**config.mk**
```make
export PLATFORM = sky130hd
export DESIGN_NAME = ffa_cell
export DESIGN_NICKNAME = d
export VERILOG_FILES = /design/src/design/ffa_pkg.sv /design/src/design/ffa_cell.sv
export SDC_FILE = /design/constraint.sdc
export NUM_CORES = 1
export LEC_CHECK = 0
export BUFFER_PORTS_ARGS = -buffer_cell sky130_fd_sc_hd__buf_2
export CAP_MARGIN = 20
export CORE_MARGIN = 2
export CORE_UTILIZATION = 40
export DETAILED_ROUTE_END_ITERATION = 16
export GPL_TIMING_DRIVEN = 1
export MAX_ROUTING_LAYER = met4
export PLACE_DENSITY_LB_ADDON = 0.2
export SYNTH_ARGS = -nofsm -noshare
export SYNTH_HDL_FRONTEND = slang
export SYNTH_SLANG_ARGS = --single-unit
```
**constraint.sdc**
```tcl
create_clock -name clock -period 2.8 [get_ports clock]
set_clock_uncertainty 0.2 [all_clocks]
set_input_delay 0.7 -clock clock [delete_from_list [all_inputs] [get_ports clock]]
set_output_delay 0.7 -clock clock [all_outputs]
set_load 0.05 [all_outputs]
```
**src/design/ffa_pkg.sv**
```systemverilog
// Shared types and constants for the first-fit block allocator.
`default_nettype none
package ffa_pkg;
   localparam int MAX_BLOCKS   = 64;
   localparam int HEAP_BYTES   = 65536;
   localparam int HEADER_BYTES = 16;
   localparam int IDX_W        = $clog2(MAX_BLOCKS);
   localparam int CNT_W        = $clog2(MAX_BLOCKS + 1);
   localparam int TOP_W        = $clog2(HEAP_BYTES + 1);
   localparam int ADDR_W       = 16;
   localparam int LIMIT_W      = 17;

   typedef enum logic [1:0] {
      KIND_ALLOC   = 2'd0,
      KIND_CALLOC  = 2'd1,
      KIND_RESIZE  = 2'd2,
      KIND_RELEASE = 2'd3
   } kind_type;

   typedef enum logic [1:0] {
      ST_DONE    = 2'd0,
      ST_REFUSED = 2'd1,
      ST_UNKNOWN = 2'd2
   } status_type;

   typedef enum logic [2:0] {
      S_IDLE, S_MUL, S_LAUNCH, S_SCAN, S_ALLOC, S_REL
   } state_type;

   typedef struct packed {
      logic [1:0]        kind;
      logic [ADDR_W-1:0] request_size;
      logic [ADDR_W-1:0] item_count;
      logic [ADDR_W-1:0] block_address;
   } req_type;

   typedef struct packed {
      logic [ADDR_W-1:0] result_address;
      logic [1:0]        status;
   } rsp_type;

   // search beat that walks the cell chain
   typedef struct packed {
      logic              valid;
      logic [ADDR_W-1:0] size;
      logic [ADDR_W-1:0] addr;
      logic              hit_found;
      logic [IDX_W-1:0]  hit_idx;
      logic [ADDR_W-1:0] hit_size;
      logic              fit_found;
      logic [IDX_W-1:0]  fit_idx;
      logic [ADDR_W-1:0] fit_addr;
   } token_type;

   // broadcast write into one cell
   typedef struct packed {
      logic              en;
      logic [IDX_W-1:0]  idx;
      logic              full;
      logic [ADDR_W-1:0] addr;
      logic [ADDR_W-1:0] size;
      logic              free;
   } wr_type;
endpackage
`default_nettype wire

```
**src/design/ffa_cell.sv**
```systemverilog
// One table entry of the allocator with its stage of the search chain.
`default_nettype none
module ffa_cell (
   input  wire logic                     clock,
   input  wire logic                     reset,
   input  wire logic [ffa_pkg::IDX_W-1:0] cell_index,
   input  wire logic [ffa_pkg::CNT_W-1:0] block_count,
   input  wire ffa_pkg::wr_type          wr,
   input  wire ffa_pkg::token_type       tok_i,
   output      ffa_pkg::token_type       tok_o
);
   import ffa_pkg::*;

   logic [ADDR_W-1:0] addr_ff, size_ff;
   logic              free_ff;
   token_type         tok_ff, tok_in;
   logic              live, hit, fit;

   // entry storage
   always_ff @(posedge clock) begin
      if (wr.en && wr.idx == cell_index) begin
         if (wr.full) begin
            addr_ff <= wr.addr;
            size_ff <= wr.size;
         end
         free_ff <= wr.free;
      end
   end

   // compare against the passing beat
   always_comb begin
      live   = {1'b0, cell_index} < block_count;
      hit    = live && addr_ff == tok_i.addr;
      fit    = live && free_ff && size_ff >= tok_i.size;
      tok_in = tok_i;
      if (!tok_i.hit_found && hit) begin
         tok_in.hit_found = 1'b1;
         tok_in.hit_idx   = cell_index;
         tok_in.hit_size  = size_ff;
      end
      if (!tok_i.fit_found && fit) begin
         tok_in.fit_found = 1'b1;
         tok_in.fit_idx   = cell_index;
         tok_in.fit_addr  = addr_ff;
      end
   end

   always_ff @(posedge clock) begin
      if (reset) begin
         tok_ff <= '0;
      end else begin
         tok_ff <= tok_in;
      end
   end

   assign tok_o = tok_ff;
endmodule
`default_nettype wire

```
* Word-level counts from Yosys, hierarchy flattened *
Cells that the tools add are included.

cells by class
  muxes and demuxes = 2
  magnitude comparators = 2
  eq/ne operators = 2
  reductions and logical operators = 9

operator list
  cell                 number
  $mux W23             2
  $eq A16 B16 Y1       1
  $ge A16 B16 Y1       1
  $lt A6 B7 Y1         1
  $eq A6 B6 Y1         1
  $logic_and A1 B1 Y1  6
  $logic_not A1 Y1     2
  $reduce_and A2 Y1    1

storage, ports and cells
  logic and storage cells = 27
  output and inout port bits = 79
  register bits after elaboration = 112

* Logic depth before layout (Yosys ltp) *
Gate-level depths: netlist of the first run.

  depth after elaboration = 5
  mapped depth = 10

* Worst setup path after synthesis of the first run *
Ideal clock, no wire load.

  path kind = input to register
  start point = input port tok_i[67] (netlist bit)
  end point = register tok_ff, in the netlist tok_o[10]
  path slack = 0.029 ns
  data required time = 2.480 ns
  cell stages on the path = 10
  path buffers = 2
  arrival time = 2.452 ns
  cell sequence = inv_1 ha_1 a21o_1 a21oi_1 o221ai_1 a2111o_1 and4b_1 buf_6 buf_6 mux2i_1

on the way
  cells in the longest elaborated chain, start to end = 4

RTL lines
  what                    line            RTL
  start: declaration      ffa_cell.sv:9   input wire ffa_pkg::token_type tok_i,
  $ge A16 B16 Y1          ffa_cell.sv:34  fit = live && free_ff && size_ff >= tok_i.size;
  $logic_and A1 B1 Y1     ffa_cell.sv:34
  $logic_and A1 B1 Y1     ffa_cell.sv:41  if (!tok_i.fit_found && fit) begin
  $mux W23                ffa_cell.sv:41
  end signal: assignment  ffa_cell.sv:52  tok_ff <= tok_in;
  end: declaration        ffa_cell.sv:16  token_type tok_ff, tok_in;

No other way between the ends.
A chain may end at the register's enable or synchronous reset.

* Worst setup path in the final report of the first run *
  start point = input port tok_i[75] (netlist bit)
  end point = register tok_ff, in the netlist tok_o[0]

Same word-level chain as after synthesis.

==> impl_results.md, run 1 <==
* Status: finished clean
* Clk sinks at about 110
* Final Slew Violations at 0
* Wire per inst at roughly 14 um
* Ys Warns at 0
* Synth Instances at between 300 and 400
* Highest clock rate at between 300 and 400 MHz
* Row cnt at 38
* Chip Width at between 100 and 150 um
* Core ar. at approximately 11000 um^2
* Psw at 0.916 mW
* Setup crit start kind: input port
* Clk buf depth at 2
* Clk_lat worst skew at approximately 0.37 ns
* CP max FO at 16
* Syn nets at roughly 540
* Layout Utilization at about 55%
* Final Setup Violations at 0
* CTS tree: yes
* Post-synth EDFFs at 33
* Critical Setup Path Class: input port to flop
* Post-Place Cell Area at 5800 um^2
* Peak VDD IR at about 320 uV
* # DRC at 0
* Post-synth top area share at between 30% and 40%
* Initial Util at slightly above 40%
* Worst-Margin Slew at 0.511 ns
* Hold Path Class: input port to flop
* Synthesized flop and latch total at 112
* Die area at 12000 um^2
* Global Route Usage Sum at 18.7%
* RSZ-0062 raised after global routing: false
* HPWL after DPL at 8.26 mm
* Most common cell in the netlist: dfxtp_1
* Routed wire length at 10.8 mm
* Sequential-to-total area share from yosys stat at a little under three fifths
* Final-report hold violation count at 0
* Clock root buffer master: clkbuf_8
* Vias per Instance at 4.52
* DRT antenna net count at 0
* Top cells by count, synth: dfxtp_1 (79), mux2i_1 (44), nand2b_1 (44)
* Area delta synth->final at 35.2%
* Final nets at 759
* Drt pass-1 iters at 4
* Arrival time at the worst endpoint at 2.71 ns
* Vias at between 3k and 4k
* Max-cap violations at 0
* Pwr Density at between 500 and 600 nW/um^2
* Slew HR at 65.6%
* Biggest area consumer among synthesized cells: dfxtp_1
* Reg power frac at a little over 50%
* Post-route minimum period at between 2 and 3 ns
* GPL Wtd Cong at 0.842
* Die height at roughly 110 um
* Iter 0 DRT Violations at around 150
* Comb power frac at ~17%
* Int Power at around 2.5 mW
* Largest cells by area after synthesis: dfxtp_1 (35%), edfxtp_1 (22%), mux2i_1 (9.9%), nand2b_1 (6.2%), ha_1 (5.9%)
* Hold-fix buffers, CTS at 0
* Required @ worst endpoint at 2.90 ns
* Clk pin slew, worst setup/hold paths at around 0.10 ns
* Number of filler cells placed in the layout at 993
* Tcrit/Tclk final at between 90% and 100%
* Synth cell types at 37
* I/O pins at 214
* First-pass GRT wire length at between 15 and 20 mm
* Initial antenna violation count at 1
* Grt total ovfl at 0
* Syn Std Cell Area at about 4500 um^2
* Clock power frac at roughly a third
* Vias in the first global route at around 3.4k
* Worst setup EP type: flop
* Synth Flop Type: dfxtp_1
* PortBufs at between 200 and 250
* Ys async rst share at 0%
* Largest net degree at the start of global routing at about 100
* Cell leakage power at between 2 and 3 nW
* TritonCTS buffer count at 9
* Mean Syn Cell Area at 11.8 um^2
* Finished layout cell area at a little over 6000 um^2
* Share of layout cells above drive strength 1 at about two fifths
* Sw frac at between 20% and 30%
* H-Tree Depth at 3
-- final cells by class --
cell class | instances | area, um^2 | share of cell area [%]
Inverter | 23 | 86.3 | 1.43
Multi-Input combinational cell | 230 | 1750 | 29.0
Clock buffer | 14 | 173 | 2.86
Antenna cell | 1 | 2.50 | 0.0414
Tap cell | 140 | 175 | 2.90
Timing Repair Buffer | 227 | 1220 | 20.2
Clock inverter | 2 | 60.1 | 0.994
Sequential cell | 112 | 2570 | 42.6
-- cell families after synthesis --
family                   synth area share [%]
AND/OR/NAND/NOR                          15.4
flip-flops                               57.5
multiplexers                             9.85
buffers and inverters                    3.58
XOR/XNOR                                 4.31
adder cells (fa/ha/maj)                  5.88
AO/OA/AOI/OAI                            3.41
-- placed cells by master, fill, tap and decap left out, types with 3 or more instances in the layout --
master / instances
a21oi_1: 5
and4_1: 3
buf_12: 4
buf_2: 213
buf_4: 10
clkbuf_8: 12
dfxtp_1: 79
edfxtp_1: 33
ha_1: 21
inv_1: 23
mux2i_1: 44
nand2_1: 4
nand2b_1: 44
nand4_1: 3
nor2_1: 40
nor2b_1: 19
nor4_1: 5
o21ai_0: 3
xnor2_1: 3
xor2_1: 19
-- per-stage QoR --
stage / hold slack [ns] / setup WS [ns] / setup TNS, ns / instances / power [mW]
5_1_grt: 0.262 / 0.0311 / 0 / 749 / 3.59
6_report: 0.295 / 0.194 / 0 / 749 / 3.43
4_1_cts: 0.269 / 0.0669 / 0 / 748 / 3.48
3_3_place_gp: 0.299 / -0.126 / -2.62 / 732 / 2.37
3_5_place_dp: 0.318 / -0.319 / -6.26 / 732 / 2.37
2_1_floorplan: 0.282 / 0.0286 / 0 / 380 / 2.16
-- flip-flops by register name, summed over array words and instances, names as in the netlist --
| signal | cells |
|---|---|
| free_ff | 1 |
| tok_o | 79 |
| size_ff | 16 |
| addr_ff | 16 |
-- metal layers --
layer / GRT usage, % / part of all wire [%] / routed length, um / vias to the layer above
li1: - / - / - / 1714
met1: 22.1 / 43 / 4620 / 1512
met2: 29.9 / 48 / 5200 / 135
met3: 4.27 / 6.6 / 718 / 22
met4: 9.76 / 2.8 / 306 / 0
met5: - / 0 / 0 / -
-- critical path: stages --
cell and delay, ns:
buf_2 0.07, inv_1 0.04, ha_1 0.29, and4_1 0.26, nand4_1 0.13, a2111oi_2 0.39
a2111o_1 0.18, and4b_1 0.25, buf_12 0.18, mux2i_1 0.20
-- repair_timing --
item	4_1_cts	5_1_grt
endpoints found under the setup margin	0	18
buffers inserted	0	0
gates resized for setup	0	2
-- final timing paths --
kind,start,end,slack (ns),cells after the start
worst min-delay path,wr[20],addr_ff[3],0.29,1
worst min register to register,size_ff[6],tok_o[29],0.33,2
worst max register to register,size_ff[15],tok_o[0],0.20,8
worst max-delay path,tok_i[75],tok_o[0],0.19,10
-- power by group through the flow --
stage | combinational, mW | clock, mW | sequential (mW)
5_1_grt | 0.629 | 1.20 | 1.76
3_3_place_gp | 0.580 | 0 | 1.79
3_5_place_dp | 0.587 | 0 | 1.79
2_1_floorplan | 0.145 | 0 | 2.02
6_report | 0.583 | 1.10 | 1.75
4_1_cts | 0.589 | 1.14 | 1.75
Note: power is estimated with default switching activity, not from simulation.
==> inputs of run 2 (changes only) <==
CORE_UTILIZATION = 41   (was 40)
CTS_BUF_LIST = sky130_fd_sc_hd__clkbuf_16   (was not set)
==> run 2 against run 1 <==
  * Maximum frequency down 1.9%
  * Wire length down 1.6%
  * Sequential share of layout area down 0.13 points
  * Final area up 0.31%
  * Via count up 0.77%
  * Critical path depth unchanged
  * Global-route usage down 0.31 points
  * Count of clock-buffer cells in the layout down 5
  * First-iteration DRC count down 16%
==> impl_results.md, run 2 (same netlist as run 1, synthesis figures left out) <==
* Share of layout cells above drive strength 1 at 40.4%
* Iter 0 DRT Violations at approximately 130
* Hold path start: wr[9]
* Min Hold Slack at between 0.3 and 0.4 ns
* Commonest cells after routing, fill and taps aside: buf_2 (213), dfxtp_1 (79), mux2i_1 (44), nand2b_1 (44), nor2_1 (40)
* GPL Wtd Cong at around 0.80
* Initial Util at between 40% and 50%
* Routed wire length at 10.7 mm
* R2R depth at 8
* Vias in the first global route at approximately 3.4k
* Drt pass-1 iters at 4
* Clk_lat worst skew at between 0.3 and 0.4 ns
* Peak VDD IR at roughly 280 uV
* Arrival time at the worst endpoint at 2.72 ns
* Final-report hold violation count at 0
* Core ar. at about 11000 um^2
* # DRC at 0
* Vias per Instance at approximately 4.6
* Hold-fix buffers, CTS at 0
* Layout Utilization at a little under three fifths
* Wire per inst at between 10 and 15 um
* Pwr Total at between 3 and 4 mW
* Final Slew Violations at 0
* H-Tree Depth at 3
* CTS tree: yes
* Worst setup EP type: flop
* Row cnt at 38
* Chip Width at between 100 and 150 um
* Clk pin slew, worst setup/hold paths at about 0.07 ns
* Worst reg2reg endpoint: tok_o[3]
* PortBufs at between 200 and 250
* Final Setup Violations at 0
* Hold Path Class: input port to flop
* TritonCTS buffer count at 9
* Worst Hold Depth at 1
* Die area at between 10000 and 15000 um^2
* Clk buf depth at 2
* Setup crit start kind: input port
* Clk sinks at 112
* Post-route minimum period at about 2.7 ns
* I/O pins at between 200 and 250
* Max-cap violations at 0
* HPWL after DPL at 8.23 mm
* Worst r2r src: size_ff[13]
* Required @ worst endpoint at roughly 2.9 ns
* DRT antenna net count at 0
* Clock root buffer master: clkbuf_16
* R2r setup slk at 0.19 ns
* Tcrit/Tclk final at 94.9%
* First-pass GRT wire length at about 16 mm
* Area delta synth->final at 35.6%
* CP max FO at 16
* Critical Setup Path Class: input port to flop
* Initial antenna violation count at 1
* Resized cells post-CTS at 0
* Grt total ovfl at 0
* Worst-Margin Slew at about 0.43 ns
* Cell leakage power at approximately 2.9 nW
* Slew HR at a little under three quarters
* Status: finished clean
* Die height at ~110 um
* Largest net degree at the start of global routing at a little over 100
* Pwr Density at about 580 nW/um^2
* Vias at roughly 3.4k
* Global Route Usage Sum at a little under a fifth
* Worst Setup SP: tok_i[75]
* Post-CTS Setup Bufs at 0
* RSZ-0062 raised after global routing: false
* Commonest non-fill, non-tap cell in the layout: buf_2
* Final nets at between 700 and 800
* Hold EP: size_ff[8]
* Max reg flops at 79
* Highest clock rate at 376 MHz
## run 2: layer usage
metal / vias to the layer above / routed length, um / track usage (%)
li1: 1714 / - / -
met1: 1561 / 4410 / 21.0
met2: 123 / 5420 / 32.1
met3: 11 / 690 / 3.19
met4: 0 / 156 / 7.33
met5: - / 0 / -
## run 2: through the flow
step	setup TNS, ns	cell area (um^2)	instances	setup slack, ns
4_1_cts	0	6040	744	0.0858
5_1_grt	0	6060	745	0.0220
3_3_place_gp	-2.98	5770	728	-0.146
2_1_floorplan	0	4470	380	0.0286
3_5_place_dp	-4.94	5770	728	-0.263
6_report	0	6060	746	0.143
## run 2: report_power, final
| part | total, mW | leakage (nW) | switching (mW) | internal (mW) |
|---|---|---|---|---|
| Clock | 1.16 | 0.130 | 0.567 | 0.596 |
| Combinational | 0.580 | 1.78 | 0.384 | 0.196 |
| Sequential | 1.75 | 0.955 | 0.0166 | 1.73 |
| Total | 3.49 | 2.87 | 0.967 | 2.53 |
## run 2: how the worst max path moves through the flow
| stage | depth (start not counted) | to |
|---|---|---|
| final | 10 | tok_o[3] |
| after global routing | 10 | tok_o[3] |
| after CTS | 10 | tok_o[3] |
| after detailed placement | 10 | tok_o[3] |
| after global placement | 10 | tok_o[10] |
| after floorplan | 10 | tok_o[10] |
## run 2: cell type report
type | instances | area, um^2
Timing Repair Buffer | 223 | 1190
Tap cell | 140 | 175
Sequential cell | 112 | 2570
Clock inverter | 7 | 41.3
Clock buffer | 9 | 225
Fill cell | 993 | 4680
Inverter | 23 | 86.3
Multi-Input combinational cell | 230 | 1760
Antenna cell | 2 | 5.00
## run 2: critical path, stage by stage
cell	delay [ns]
buf_2	0.07
inv_1	0.05
ha_1	0.29
and4_1	0.27
nand4_1	0.18
a2111oi_4	0.34
a2111o_1	0.18
and4b_1	0.25
buf_12	0.18
mux2i_1	0.21
==> inputs of run 3 (changes only) <==
CORE_UTILIZATION = 42   (was 41)
REMOVE_ABC_BUFFERS = 1   (was not set)
==> run 3 against run 2 <==
  * Sequential cell count did not move
  * Final area is 1.3% higher
  * Non-clock buffer count rose by 5
  * Largest cell class unchanged
  * Largest power group unchanged
==> impl_results.md, run 3 (same netlist as run 1, synthesis figures left out) <==
* Status: finished clean
* Grt total ovfl at 0
* PortBufs at approximately 210
* Chip Width at 107 um
* Worst Setup SP: tok_i[75]
* Vias in the first global route at approximately 3.4k
* Min Hold Slack at about 0.32 ns
* Required @ worst endpoint at about 2.9 ns
* Clock root buffer master: clkbuf_16
* Highest clock rate at 381 MHz
* Final Slew Violations at 0
* First-pass GRT wire length at roughly 16 mm
* Met3 Usage GRT at around 6%
* Clk sinks at about 110
* HPWL after DPL at a little over 8 mm
* R2r setup slk at about 0.23 ns
* Clk pin slew, worst setup/hold paths at ~0.07 ns
* RSZ-0062 raised after global routing: false
* # DRC at 0
* Layout Utilization at between 50% and 60%
* Worst setup margin at 0.173 ns
* Comb power frac at around 17%
* Drt pass-1 iters at 4
* Global Route Usage Sum at about a fifth
* Clk buf depth at 2
* I/O pins at 214
* Post-route minimum period at between 2 and 3 ns
* Area delta synth->final at 37.4%
* Share of layout cells above drive strength 1 at between 40 and 50%
* Peak VDD IR at about 260 uV
* Reg power frac at 49.6%
* Int Power at about 2.6 mW
* Worst-Margin Slew at between 0.5 and 0.6 ns
* Commonest non-fill, non-tap cell in the layout: buf_2
* CTS tree: yes
* DP Cell Count at roughly 730
* Commonest cells after routing, fill and taps aside: buf_2 (213), dfxtp_1 (79), mux2i_1 (44), nand2b_1 (44), nor2_1 (40)
* Final Setup Violations at 0
* R2R depth at 8
* Worst r2r src: size_ff[13]
* Crit path largest cell delay at between 0.3 and 0.4 ns
* Worst setup EP type: flop
* Die area at between 10000 and 15000 um^2
* Psw at between 0.9 and 1 mW
* Routed wire length at around 11 mm
* GPL Wtd Cong at between 0.7 and 0.8
* Clk_lat worst skew at approximately 0.34 ns
* Met2 Usage GRT at approximately 30%
* Pre-CTS setup slack at -0.252 ns
* Vias per Instance at ~4.5
* Global route hottest layer: met2
* Slowest stage cell on the critical path: a2111oi_2
* Row cnt at 37
* Post-CTS Setup Bufs at 0
* Tcrit/Tclk final at a little over nine tenths
* TritonCTS buffer count at 9
* Worst reg2reg endpoint: tok_o[11]
* Setup crit start kind: input port
* DRT antenna net count at 0
* CP delay by family, top: simple AND/OR/NAND/NOR gates
* Non-Filler Instances at ~750
* Core ar. at 10300 um^2
* Pwr Total at 3.53 mW
* Hold Path Class: flop to flop
* GRT met1 Usage at 22.5%
* Max-cap violations at 0
* Worst path depth at 10
* Buf/Inv on CP at 3
* Slew HR at about 66%
* Final-report hold violation count at 0
* Pwr Density at 575 nW/um^2
* Final nets at 760
* CP max FO at 16
* Critical path destination: tok_o[11]
* Sw frac at between 20% and 30%
* Iter 0 DRT Violations at 106
* Setup TNS at 0 ns
* Cell leakage power at roughly 3 nW
* H-Tree Depth at 3
* Crit path cell chain: buf_2, inv_1, ha_1, and4_1, nand4_1, a2111oi_2, a2111o_1, and4b_1, buf_12, mux2i_1
* Finished layout cell area at 6140 um^2
* Die height at between 100 and 150 um
* Clock power frac at between 30% and 40%
* Arrival time at the worst endpoint at around 2.7 ns
* Initial Util at roughly 43%
* Critical Setup Path Class: input port to flop
* Wire per inst at roughly 14 um
* Post-Place Cell Area at roughly 6000 um^2
* Vias at around 3.4k
* Largest net degree at the start of global routing at 38
* Initial antenna violation count at 2
* Max reg flops at slightly below 80
[run 3: cell count changes in the layout (fill, tap and decap cells not counted), sizes merged]
cell / before / now
buf: 223 / 228
clkbuf: 9 / 10
clkinv: 4 / 1
clkinvlp: 2 / 1
inv: 24 / 27
[run 3: final cells by class]
| class | count | area, um^2 |
|---|---|---|
| Sequential cell | 112 | 2570 |
| Tap cell | 136 | 170 |
| Fill cell | 887 | 4180 |
| Clock buffer | 10 | 250 |
| Timing Repair Buffer | 228 | 1280 |
| Inverter | 23 | 86.3 |
| Multi-Input combinational cell | 230 | 1750 |
| Antenna cell | 2 | 5.00 |
| Clock inverter | 6 | 27.5 |
[run 3: worst register-to-register path: stages, from the launching register on]
cell and delay, ns:
edfxtp_1 0.41, ha_1 0.32, and4_1 0.25, nand4_1 0.13, a2111oi_2 0.37, a2111o_1 0.17
and4b_1 0.24, buf_12 0.18, mux2i_1 0.22
[run 3: worst min path at each step]
stage,startpoint,end,slack [ns],cells past startpoint
floorplan,size_ff[0],tok_o[23],0.28,2
global placement,size_ff[0],tok_o[23],0.30,2
detailed placement,size_ff[0],tok_o[23],0.32,2
CTS,wr[7],size_ff[6],0.32,1
global route,wr[29],addr_ff[12],0.31,1
finish,size_ff[0],tok_o[23],0.32,2
[run 3: layer usage]
metal,vias to the layer above,share of wire (%)
li1,1727,-
met1,1484,43
met2,130,48
met3,10,7.7
met4,0,1.3
met5,-,0
[run 3: timing repair]
action,in CTS,in global routing
setup endpoints to repair,0,16
hold buffers,0,0
resized for setup,0,2
[run 3: power groups by stage]
stage                     combinational (mW)  clock [mW]  sequential, mW
final                                  0.585        1.19            1.75
after global placement                 0.584           0            1.79
after detailed placement               0.590           0            1.79
after floorplan                        0.128           0            2.02
after global routing                   0.629        1.29            1.75
after CTS                              0.591        1.23            1.75
